### src/hdl/tpg_pkg.sv
// tpg_pkg: constants, command codes and shared types of the turtle plotter
// no dependencies; used by every module of the block but tpg_ram
`default_nettype none

package tpg_pkg;

   localparam int GRID_SIZE   = 64;
   localparam int ADDR_W      = $clog2(GRID_SIZE);
   localparam int ROW_W       = 64;
   localparam int IDX_W       = 6;
   localparam int DIST_W      = 8;
   localparam int KIND_W      = 3;
   localparam int QUEUE_DEPTH = 2;
   localparam int QPTR_W      = $clog2(QUEUE_DEPTH);

   typedef logic [ADDR_W-1:0] addr_type;
   typedef logic [DIST_W-1:0] dist_type;
   typedef logic [ROW_W-1:0]  row_type;
   typedef logic [IDX_W-1:0]  idx_type;
   typedef logic [KIND_W-1:0] kind_type;

   localparam addr_type LAST = addr_type'(GRID_SIZE - 1);
   localparam row_type ROW_MASK =
      (GRID_SIZE >= ROW_W) ? {ROW_W{1'b1}} : ((row_type'(1) << GRID_SIZE) - row_type'(1));

   localparam kind_type KIND_PEN_UP     = 3'd0;
   localparam kind_type KIND_PEN_DOWN   = 3'd1;
   localparam kind_type KIND_TURN_RIGHT = 3'd2;
   localparam kind_type KIND_TURN_LEFT  = 3'd3;
   localparam kind_type KIND_MOVE       = 3'd4;
   localparam kind_type KIND_PRINT      = 3'd5;

   localparam logic [1:0] HEAD_PLUS_Y  = 2'd0;
   localparam logic [1:0] HEAD_PLUS_X  = 2'd1;
   localparam logic [1:0] HEAD_MINUS_Y = 2'd2;
   localparam logic [1:0] HEAD_MINUS_X = 2'd3;

   typedef enum logic [2:0] {
      CMD_PEN_UP,
      CMD_PEN_DOWN,
      CMD_TURN_RIGHT,
      CMD_TURN_LEFT,
      CMD_MOVE,
      CMD_PRINT
   } cmd_type;

   typedef struct packed {
      cmd_type  cmd;
      dist_type distance;
   } cmd_entry_type;

   typedef struct packed {
      logic          valid;
      cmd_entry_type entry;
   } q_item_type;

endpackage

`default_nettype wire

### src/hdl/tpg_ram.sv
// tpg_ram: generic single write port, single read port ram with registered read
// no dependencies; holds the grid rows
`default_nettype none

module tpg_ram #(
   parameter int WIDTH = 64,
   parameter int DEPTH = 64
) (
   input  wire logic                     clock,
   input  wire logic                     wr_en,
   input  wire logic [$clog2(DEPTH)-1:0] wr_addr,
   input  wire logic [WIDTH-1:0]         wr_data,
   input  wire logic [$clog2(DEPTH)-1:0] rd_addr,
   output logic      [WIDTH-1:0]         rd_data
);

   logic [WIDTH-1:0] mem_ff [DEPTH];
   logic [WIDTH-1:0] rd_data_ff;

   always_ff @(posedge clock) begin
      if (wr_en) begin
         mem_ff[wr_addr] <= wr_data;
      end
      rd_data_ff <= mem_ff[rd_addr];
   end

   assign rd_data = rd_data_ff;

endmodule

`default_nettype wire

### src/hdl/tpg_front.sv
// tpg_front: accepts command transactions and classifies them for the queue
// depends on tpg_pkg
`default_nettype none

module tpg_front (
   input  wire logic              req_valid,
   output logic                   req_stall,
   input  wire tpg_pkg::kind_type req_kind,
   input  wire tpg_pkg::dist_type req_distance,
   output tpg_pkg::q_item_type    push,
   input  wire logic              push_stall
);

   logic             known;
   tpg_pkg::cmd_type cmd;

   always_comb begin
      known = 1'b1;
      cmd   = tpg_pkg::CMD_PEN_UP;
      case (req_kind)
         tpg_pkg::KIND_PEN_UP:     cmd = tpg_pkg::CMD_PEN_UP;
         tpg_pkg::KIND_PEN_DOWN:   cmd = tpg_pkg::CMD_PEN_DOWN;
         tpg_pkg::KIND_TURN_RIGHT: cmd = tpg_pkg::CMD_TURN_RIGHT;
         tpg_pkg::KIND_TURN_LEFT:  cmd = tpg_pkg::CMD_TURN_LEFT;
         tpg_pkg::KIND_MOVE:       cmd = tpg_pkg::CMD_MOVE;
         tpg_pkg::KIND_PRINT:      cmd = tpg_pkg::CMD_PRINT;
         default:                  known = 1'b0;
      endcase
   end

   // unknown kinds are taken and dropped
   assign push.valid          = req_valid && known;
   assign push.entry.cmd      = cmd;
   assign push.entry.distance = req_distance;
   assign req_stall           = push_stall;

endmodule

`default_nettype wire

### src/hdl/tpg_queue.sv
// tpg_queue: short command queue between the front and the back
// depends on tpg_pkg
`default_nettype none

module tpg_queue (
   input  wire logic                clock,
   input  wire logic                reset,
   input  wire tpg_pkg::q_item_type push,
   output logic                     push_stall,
   output tpg_pkg::q_item_type      pop,
   input  wire logic                pop_stall
);

   tpg_pkg::cmd_entry_type      slot_ff [tpg_pkg::QUEUE_DEPTH];
   logic [tpg_pkg::QPTR_W-1:0]  wr_ptr_ff, wr_ptr_in;
   logic [tpg_pkg::QPTR_W-1:0]  rd_ptr_ff, rd_ptr_in;
   logic [tpg_pkg::QPTR_W:0]    count_ff, count_in;
   logic                        do_push, do_pop;

   function automatic logic [tpg_pkg::QPTR_W-1:0] next_ptr(
      input logic [tpg_pkg::QPTR_W-1:0] ptr
   );
      next_ptr = (ptr == tpg_pkg::QPTR_W'(tpg_pkg::QUEUE_DEPTH - 1)) ?
                 '0 : ptr + tpg_pkg::QPTR_W'(1);
   endfunction

   assign push_stall = (count_ff == (tpg_pkg::QPTR_W + 1)'(tpg_pkg::QUEUE_DEPTH));
   assign pop.valid  = (count_ff != '0);
   assign pop.entry  = slot_ff[rd_ptr_ff];
   assign do_push    = push.valid && !push_stall;
   assign do_pop     = pop.valid && !pop_stall;

   always_comb begin
      wr_ptr_in = do_push ? next_ptr(wr_ptr_ff) : wr_ptr_ff;
      rd_ptr_in = do_pop ? next_ptr(rd_ptr_ff) : rd_ptr_ff;
      count_in  = count_ff;
      if (do_push && !do_pop) begin
         count_in = count_ff + (tpg_pkg::QPTR_W + 1)'(1);
      end else if (do_pop && !do_push) begin
         count_in = count_ff - (tpg_pkg::QPTR_W + 1)'(1);
      end
   end

   always_ff @(posedge clock) begin
      if (reset) begin
         wr_ptr_ff <= '0;
         rd_ptr_ff <= '0;
         count_ff  <= '0;
      end else begin
         wr_ptr_ff <= wr_ptr_in;
         rd_ptr_ff <= rd_ptr_in;
         count_ff  <= count_in;
      end
      if (do_push) begin
         slot_ff[wr_ptr_ff] <= push.entry;
      end
   end

endmodule

`default_nettype wire

### src/hdl/tpg_back.sv
// tpg_back: executes queued commands, owns turtle state, row valid bits and result register
// depends on tpg_pkg; drives the ports of the grid ram
`default_nettype none

module tpg_back (
   input  wire logic                clock,
   input  wire logic                reset,
   input  wire tpg_pkg::q_item_type pop,
   output logic                     pop_stall,
   output logic                     ram_wr_en,
   output tpg_pkg::addr_type        ram_wr_addr,
   output tpg_pkg::row_type         ram_wr_data,
   output tpg_pkg::addr_type        ram_rd_addr,
   input  wire tpg_pkg::row_type    ram_rd_data,
   output logic                     rsp_valid,
   input  wire logic                rsp_stall,
   output tpg_pkg::idx_type         rsp_row_index,
   output tpg_pkg::row_type         rsp_row_bits,
   output logic                     rsp_last_row
);

   typedef enum logic [1:0] {
      ST_IDLE,
      ST_ROW_WR,
      ST_COL,
      ST_PRINT
   } state_type;

   state_type                      state_ff, state_in;
   tpg_pkg::addr_type              pos_x_ff, pos_x_in;
   tpg_pkg::addr_type              pos_y_ff, pos_y_in;
   logic [1:0]                     heading_ff, heading_in;
   logic                           pen_ff, pen_in;
   logic [tpg_pkg::GRID_SIZE-1:0]  valid_ff, valid_in;
   tpg_pkg::row_type               mask_ff, mask_in;
   tpg_pkg::addr_type              rd_row_ff, rd_row_in;
   tpg_pkg::addr_type              rd_left_ff, rd_left_in;
   logic                           wr_pend_ff, wr_pend_in;
   tpg_pkg::addr_type              wr_row_ff, wr_row_in;
   tpg_pkg::addr_type              fetch_row_ff, fetch_row_in;
   logic                           fetch_done_ff, fetch_done_in;
   logic                           pend_ff, pend_in;
   tpg_pkg::addr_type              pend_row_ff, pend_row_in;
   logic                           out_valid_ff, out_valid_in;
   tpg_pkg::addr_type              out_row_ff, out_row_in;
   tpg_pkg::row_type               out_bits_ff, out_bits_in;
   logic                           out_last_ff, out_last_in;

   tpg_pkg::addr_type              room, steps, lo, hi, new_x, new_y;
   tpg_pkg::row_type               row_span, col_bit;
   logic                           load;

   // move geometry from the current turtle state
   always_comb begin
      room  = '0;
      new_x = pos_x_ff;
      new_y = pos_y_ff;
      lo    = '0;
      hi    = '0;
      case (heading_ff)
         tpg_pkg::HEAD_PLUS_Y:  room = tpg_pkg::LAST - pos_y_ff;
         tpg_pkg::HEAD_PLUS_X:  room = tpg_pkg::LAST - pos_x_ff;
         tpg_pkg::HEAD_MINUS_Y: room = pos_y_ff;
         default:               room = pos_x_ff;
      endcase
      steps = (pop.entry.distance < tpg_pkg::dist_type'(room)) ?
              tpg_pkg::addr_type'(pop.entry.distance) : room;
      case (heading_ff)
         tpg_pkg::HEAD_PLUS_Y: begin
            new_y = pos_y_ff + steps;
            lo    = pos_y_ff + tpg_pkg::addr_type'(1);
            hi    = pos_y_ff + steps;
         end
         tpg_pkg::HEAD_PLUS_X: new_x = pos_x_ff + steps;
         tpg_pkg::HEAD_MINUS_Y: begin
            new_y = pos_y_ff - steps;
            lo    = pos_y_ff - steps;
            hi    = pos_y_ff - tpg_pkg::addr_type'(1);
         end
         default: new_x = pos_x_ff - steps;
      endcase
      row_span = (tpg_pkg::ROW_MASK << lo) & (tpg_pkg::ROW_MASK >> (tpg_pkg::LAST - hi));
      col_bit  = tpg_pkg::row_type'(1) << pos_y_ff;
   end

   always_comb begin
      state_in      = state_ff;
      pos_x_in      = pos_x_ff;
      pos_y_in      = pos_y_ff;
      heading_in    = heading_ff;
      pen_in        = pen_ff;
      valid_in      = valid_ff;
      mask_in       = mask_ff;
      rd_row_in     = rd_row_ff;
      rd_left_in    = rd_left_ff;
      wr_pend_in    = wr_pend_ff;
      wr_row_in     = wr_row_ff;
      fetch_row_in  = fetch_row_ff;
      fetch_done_in = fetch_done_ff;
      pend_in       = pend_ff;
      pend_row_in   = pend_row_ff;
      out_valid_in  = out_valid_ff;
      out_row_in    = out_row_ff;
      out_bits_in   = out_bits_ff;
      out_last_in   = out_last_ff;
      pop_stall     = (state_ff != ST_IDLE);
      ram_wr_en     = 1'b0;
      ram_wr_addr   = pos_x_ff;
      ram_wr_data   = mask_ff;
      ram_rd_addr   = pos_x_ff;
      load          = 1'b0;

      case (state_ff)
         ST_IDLE: begin
            if (pop.valid) begin
               case (pop.entry.cmd)
                  tpg_pkg::CMD_PEN_UP:     pen_in = 1'b0;
                  tpg_pkg::CMD_PEN_DOWN:   pen_in = 1'b1;
                  tpg_pkg::CMD_TURN_RIGHT: heading_in = heading_ff + 2'd1;
                  tpg_pkg::CMD_TURN_LEFT:  heading_in = heading_ff - 2'd1;
                  tpg_pkg::CMD_MOVE: begin
                     pos_x_in = new_x;
                     pos_y_in = new_y;
                     if (pen_ff && (steps != '0)) begin
                        if (!heading_ff[0]) begin
                           mask_in  = row_span;
                           state_in = ST_ROW_WR;
                        end else begin
                           mask_in    = col_bit;
                           rd_row_in  = (heading_ff == tpg_pkg::HEAD_PLUS_X) ?
                                        pos_x_ff + tpg_pkg::addr_type'(1) :
                                        pos_x_ff - tpg_pkg::addr_type'(1);
                           rd_left_in = steps;
                           wr_pend_in = 1'b0;
                           state_in   = ST_COL;
                        end
                     end
                  end
                  tpg_pkg::CMD_PRINT: begin
                     fetch_row_in  = '0;
                     fetch_done_in = 1'b0;
                     pend_in       = 1'b0;
                     state_in      = ST_PRINT;
                  end
                  default: ;
               endcase
            end
         end

         ST_ROW_WR: begin
            ram_wr_en          = 1'b1;
            ram_wr_addr        = pos_x_ff;
            ram_wr_data        = (valid_ff[pos_x_ff] ? ram_rd_data : '0) | mask_ff;
            valid_in[pos_x_ff] = 1'b1;
            state_in           = ST_IDLE;
         end

         ST_COL: begin
            if (rd_left_ff != '0) begin
               ram_rd_addr = rd_row_ff;
               rd_row_in   = (heading_ff == tpg_pkg::HEAD_PLUS_X) ?
                             rd_row_ff + tpg_pkg::addr_type'(1) :
                             rd_row_ff - tpg_pkg::addr_type'(1);
               rd_left_in  = rd_left_ff - tpg_pkg::addr_type'(1);
               wr_pend_in  = 1'b1;
               wr_row_in   = rd_row_ff;
            end else begin
               wr_pend_in = 1'b0;
               state_in   = ST_IDLE;
            end
            if (wr_pend_ff) begin
               ram_wr_en           = 1'b1;
               ram_wr_addr         = wr_row_ff;
               ram_wr_data         = (valid_ff[wr_row_ff] ? ram_rd_data : '0) | mask_ff;
               valid_in[wr_row_ff] = 1'b1;
            end
         end

         ST_PRINT: begin
            load = pend_ff && (!out_valid_ff || !rsp_stall);
            if (pend_ff && !load) begin
               // hold the pending row by reading it again
               ram_rd_addr = pend_row_ff;
            end else if (!fetch_done_ff) begin
               ram_rd_addr   = fetch_row_ff;
               pend_in       = 1'b1;
               pend_row_in   = fetch_row_ff;
               fetch_row_in  = fetch_row_ff + tpg_pkg::addr_type'(1);
               fetch_done_in = (fetch_row_ff == tpg_pkg::LAST);
            end else begin
               pend_in = 1'b0;
            end
            if (load && (pend_row_ff == tpg_pkg::LAST)) begin
               state_in = ST_IDLE;
            end
         end

         default: state_in = ST_IDLE;
      endcase

      if (load) begin
         out_valid_in = 1'b1;
         out_row_in   = pend_row_ff;
         out_bits_in  = (valid_ff[pend_row_ff] ? ram_rd_data : '0) & tpg_pkg::ROW_MASK;
         out_last_in  = (pend_row_ff == tpg_pkg::LAST);
      end else if (!rsp_stall) begin
         out_valid_in = 1'b0;
      end
   end

   always_ff @(posedge clock) begin
      if (reset) begin
         state_ff     <= ST_IDLE;
         pos_x_ff     <= '0;
         pos_y_ff     <= '0;
         heading_ff   <= tpg_pkg::HEAD_PLUS_Y;
         pen_ff       <= 1'b0;
         valid_ff     <= '0;
         wr_pend_ff   <= 1'b0;
         pend_ff      <= 1'b0;
         out_valid_ff <= 1'b0;
      end else begin
         state_ff     <= state_in;
         pos_x_ff     <= pos_x_in;
         pos_y_ff     <= pos_y_in;
         heading_ff   <= heading_in;
         pen_ff       <= pen_in;
         valid_ff     <= valid_in;
         wr_pend_ff   <= wr_pend_in;
         pend_ff      <= pend_in;
         out_valid_ff <= out_valid_in;
      end
      mask_ff       <= mask_in;
      rd_row_ff     <= rd_row_in;
      rd_left_ff    <= rd_left_in;
      wr_row_ff     <= wr_row_in;
      fetch_row_ff  <= fetch_row_in;
      fetch_done_ff <= fetch_done_in;
      pend_row_ff   <= pend_row_in;
      out_row_ff    <= out_row_in;
      out_bits_ff   <= out_bits_in;
      out_last_ff   <= out_last_in;
   end

   assign rsp_valid     = out_valid_ff;
   assign rsp_row_index = tpg_pkg::idx_type'(out_row_ff);
   assign rsp_row_bits  = out_bits_ff;
   assign rsp_last_row  = out_last_ff;

endmodule

`default_nettype wire

### src/hdl/turtle_plotter_grid.sv
// turtle_plotter_grid: top level of the turtle plotter on a square bit grid
// depends on tpg_pkg, tpg_front, tpg_queue, tpg_back, tpg_ram
//
//   channel | ports                                   | moves
//   --------+-----------------------------------------+---------------------------
//   req     | req_valid req_stall req_kind            | one command per transaction
//           | req_distance                            |
//   rsp     | rsp_valid rsp_stall rsp_row_index       | one grid row per transaction
//           | rsp_row_bits rsp_last_row               |
//
// pen and turn commands complete in the idle state; a move with pen up or of zero cells too
// a drawn move along y is a read-modify-write of one row: read from the idle state, written in ST_ROW_WR
// a drawn move along x of n cells runs in ST_COL, one row per cycle on the ram port
// a print streams GRID_SIZE rows at one per cycle from the single read port while
// rsp_stall is low; rsp_stall holds the row in the output register and pauses reads
// reset clears the grid at once through per-row valid bits, with no clearing pass
`default_nettype none

module turtle_plotter_grid (
   input  wire logic                  clock,
   input  wire logic                  reset,
   input  wire logic                  req_valid,
   output logic                       req_stall,
   input  wire logic [2:0]            req_kind,
   input  wire logic [7:0]            req_distance,
   output logic                       rsp_valid,
   input  wire logic                  rsp_stall,
   output logic [5:0]                 rsp_row_index,
   output logic [63:0]                rsp_row_bits,
   output logic                       rsp_last_row
);

   tpg_pkg::q_item_type push, pop;
   logic                push_stall, pop_stall;
   logic                ram_wr_en;
   tpg_pkg::addr_type   ram_wr_addr, ram_rd_addr;
   tpg_pkg::row_type    ram_wr_data, ram_rd_data;

   tpg_front u_front (
      .req_valid    (req_valid),
      .req_stall    (req_stall),
      .req_kind     (req_kind),
      .req_distance (req_distance),
      .push         (push),
      .push_stall   (push_stall)
   );

   tpg_queue u_queue (
      .clock      (clock),
      .reset      (reset),
      .push       (push),
      .push_stall (push_stall),
      .pop        (pop),
      .pop_stall  (pop_stall)
   );

   tpg_back u_back (
      .clock         (clock),
      .reset         (reset),
      .pop           (pop),
      .pop_stall     (pop_stall),
      .ram_wr_en     (ram_wr_en),
      .ram_wr_addr   (ram_wr_addr),
      .ram_wr_data   (ram_wr_data),
      .ram_rd_addr   (ram_rd_addr),
      .ram_rd_data   (ram_rd_data),
      .rsp_valid     (rsp_valid),
      .rsp_stall     (rsp_stall),
      .rsp_row_index (rsp_row_index),
      .rsp_row_bits  (rsp_row_bits),
      .rsp_last_row  (rsp_last_row)
   );

   tpg_ram #(
      .WIDTH (tpg_pkg::ROW_W),
      .DEPTH (tpg_pkg::GRID_SIZE)
   ) u_grid (
      .clock   (clock),
      .wr_en   (ram_wr_en),
      .wr_addr (ram_wr_addr),
      .wr_data (ram_wr_data),
      .rd_addr (ram_rd_addr),
      .rd_data (ram_rd_data)
   );

endmodule

`default_nettype wire

### config.mk
export PLATFORM = sky130hd
export DESIGN_NAME = turtle_plotter_grid
export DESIGN_NICKNAME = d
export VERILOG_FILES = /design/src/hdl/tpg_pkg.sv /design/src/hdl/tpg_ram.sv /design/src/hdl/tpg_front.sv /design/src/hdl/tpg_queue.sv /design/src/hdl/tpg_back.sv /design/src/hdl/turtle_plotter_grid.sv
export SDC_FILE = /design/constraint.sdc
export NUM_CORES = 2
export LEC_CHECK = 0
export BUFFER_PORTS_ARGS = -buffer_cell sky130_fd_sc_hd__buf_2
export CAP_MARGIN = 10
export CORE_ASPECT_RATIO = 2
export CORE_MARGIN = 4
export CORE_UTILIZATION = 43
export DETAILED_ROUTE_END_ITERATION = 8
export PLACE_DENSITY = 0.62
export SYNTH_ARGS = -nofsm -noshare
export SYNTH_HDL_FRONTEND = slang
export SYNTH_MEMORY_MAX_BITS = 65536
export SYNTH_SLANG_ARGS = --single-unit
### constraint.sdc
create_clock -name clock -period 9.6 [get_ports clock]
set_clock_uncertainty 0.1 [all_clocks]
set_input_delay 0.96 -clock clock [delete_from_list [all_inputs] [get_ports clock]]
set_output_delay 0.96 -clock clock [all_outputs]
set_load 0.02 [all_outputs]
==> impl_metrics.env <==
export IMPL_status="complete, no violations"
export IMPL_hpwl_um=296000
export IMPL_drive_above_1_share_pct=8.51
export IMPL_arrival_ns=8.76
export IMPL_wl_um=563000
export IMPL_p_per_area_nw_per_um2=233
export IMPL_worst_slew_pin_slew_ns=1.26
export IMPL_fin_crit_sh_pct=84.5
export IMPL_max_slew_margin_pct=15.2
export IMPL_start_util_pct=43.1
export IMPL_layout_common_cells="edfxtp_1 (4284), nand2_1 (4212), nand3_1 (1577), a311oi_1 (769), and3_1 (388)"
export IMPL_hold_viol=0
export IMPL_die_area_um2=428000
export IMPL_drt_iter0_drc=14400
export IMPL_worstPathMaxFanout=14
export IMPL_crit_path_end_kind="flip-flop"
export IMPL_grt_pass1_vias=115000
export IMPL_seq_area_frac_synth_pct=73.4
export IMPL_postCtsSetupRepairBufs=0
export IMPL_wl_per_cell_um=28.6
export IMPL_cts_tree="done"
export IMPL_fmax_ghz=0.123
export IMPL_ant_nets=0
export IMPL_hold_path_class="input pin to flip-flop"
export IMPL_num_io_pins=88
export IMPL_holdBufCountCts=0
export IMPL_via_per_inst=6.07
export IMPL_dr_pass1_iters=9
export IMPL_clock_latency_ns=0.96
export IMPL_track_usage_pct=25.3
export IMPL_required_ns=10.24
export IMPL_startpoint_type="flip-flop"
export IMPL_netlist_area_um2=179000
export IMPL_gr_total_overflow=0
export IMPL_grt_max_degree=171
export IMPL_setup_tns_final_ns=0
export IMPL_synth_ff_type="edfxtp_1"
export IMPL_clk_pin_slew_ns=0.07
export IMPL_drc=0
export IMPL_drv_cap=0
export IMPL_cts_htree_levels=5
export IMPL_cts_resized=0
export IMPL_drv_slew=0
export IMPL_yosysUniqueCellTypes=81
export IMPL_yosysTopAreaCell="edfxtp_1"
export IMPL_critPathKind="flip-flop to flip-flop"
export IMPL_synth_seq_cells=4437
export IMPL_synthCells=14000
export IMPL_ys_top_cells_by_area="edfxtp_1 (72%), nand2_1 (8.8%), nand3_1 (4.4%), a311oi_1 (3.8%), clkbuf_1 (1.8%)"
export IMPL_final_common_cell="edfxtp_1"
export IMPL_clk_path_buf_depth=4
export IMPL_syn_nets=14100
export IMPL_num_rows=335
export IMPL_ys_async_sr_fraction_pct=0
export IMPL_nets=13900
export IMPL_vias=119000
export IMPL_cts_sinks=4437
export IMPL_cts_made_buffers=368
export IMPL_antenna_found_initial=20
export IMPL_rsz0062_at_grt="false"
export IMPL_peakVddDrop_v=0.000150
export IMPL_core_area_um2=416000
export IMPL_area_delta_synth_final_pct=11.2
export IMPL_synth_edf_count=4284
export IMPL_synth_top_area_share_pct=71.7
export IMPL_setup_viol=0
export IMPL_port_buffers=87
export IMPL_grt_pass1_wl_um=801000
export IMPL_dieWidth_um=465
export IMPL_die_h_um=921
export IMPL_cts_root_buf="clkbuf_16"
export IMPL_p_total_mw=46.4
export IMPL_routabilityCongestion=0.935
export IMPL_leakage_nw=66.5
export IMPL_syn_avg_cell_area_um2=12.8
export IMPL_synth_warnings=0
export IMPL_fin_crit_ns=8.11
-- report_power, final --
group | leakage, nW | switching [mW] | internal, mW | total [mW]
clock network | 5.72 | 6.98 | 8.18 | 15.2
registers | 40.0 | 0.432 | 22.8 | 23.2
logic | 20.8 | 5.85 | 2.15 | 7.99
total | 66.5 | 13.3 | 33.1 | 46.4
-- cells in the mapped netlist, types with 74 or more instances --
| cell | count |
|---|---|
| nor2_1 | 257 |
| buf_1 | 111 |
| a21oi_1 | 239 |
| edfxtp_1 | 4284 |
| clkbuf_1 | 864 |
| dfxtp_1 | 153 |
| nand3_1 | 1577 |
| and3_1 | 390 |
| o22ai_1 | 176 |
| and2_1 | 83 |
| a311oi_1 | 769 |
| o21ai_0 | 74 |
| nand2_1 | 4216 |
| a31oi_1 | 135 |
-- kinds of logic after synthesis --
logic type      synth area share, %
fa+ha+maj                     0.312
simple gates                   16.0
compound gates                 7.03
mux                           0.839
xor+xnor                      0.195
buf+inv                        2.24
flops                          73.4
-- layout make-up --
| cell class | instances | area [um2] |
|---|---|---|
| Tap cell | 5560 | 6960 |
| Inverter | 45 | 174 |
| Clock inverter | 178 | 1800 |
| Sequential cell | 4437 | 132000 |
| Antenna cell | 7 | 17.5 |
| Clock buffer | 480 | 9990 |
| Fill cell | 36000 | 216000 |
| Timing Repair Buffer | 449 | 3630 |
| Multi-Input combinational cell | 8528 | 45200 |
-- path summary, 6_finish.rpt --
path | start | end | slack (ns) | depth (start not counted)
min | req_distance[7] | u_queue.slot_ff[0][7] | 0.12 | 1
min reg2reg | u_back.rd_row_ff[4] | u_back.wr_row_ff[4] | 0.41 | 0
max | u_back.heading_ff[0] | u_back.mask_ff[62] | 1.49 | 23
max reg2reg | u_back.heading_ff[0] | u_back.mask_ff[62] | 1.49 | 23
-- registers in the layout, summed over array words and instances (netlist names), 22 cells and up, named ones only --
name	count
u_grid.rd_data	64
u_queue.slot_ff	22
u_grid.mem_ff	4096
u_back.valid_ff	64
u_back.mask_ff	64
u_back.rsp_row_bits	64
-- critical path, cell delays in order (launching register included) --
cell      delay (ns)
dfxtp_1         0.43
inv_1           0.37
ha_1            0.63
inv_1           0.41
o22ai_1         0.22
a211o_1         0.13
o21ai_0         0.21
ha_1            0.34
nor4b_1         0.51
o22ai_1         0.21
a21oi_1         0.27
o31a_1          0.31
mux2i_1         0.35
inv_1           0.21
ha_1            0.24
a21o_1          0.16
a21oi_1         0.36
o21bai_1        0.14
a21oi_1         0.30
nand2_1         0.11
mux2_2          0.35
a221oi_4        0.77
nand2_1         0.37
o32ai_1         0.38
-- metal layers --
metal | vias up | track usage, % | part of all wire, %
li1 | 51600 | - | -
met1 | 60700 | 30.4 | 36
met2 | 5764 | 45.0 | 51
met3 | 1356 | 3.06 | 7.4
met4 | 6 | 12.7 | 5.7
met5 | - | 0 | 0.0073
-- through the flow --
step	std cells	area (um2)	hold slack, ns	setup slack [ns]	utilization, %
after floorplan	14000	179000	0.324	3.84	-
after global placement	19000	188000	0.373	1.27	45.1
after detailed placement	19000	188000	0.387	1.44	45.1
after CTS	19700	199000	0.0290	1.45	48.0
after global routing	19700	199000	0.0965	0.937	48.0
final	19700	199000	0.118	1.49	48.0
No activity file was read; power rests on OpenSTA's default activity.
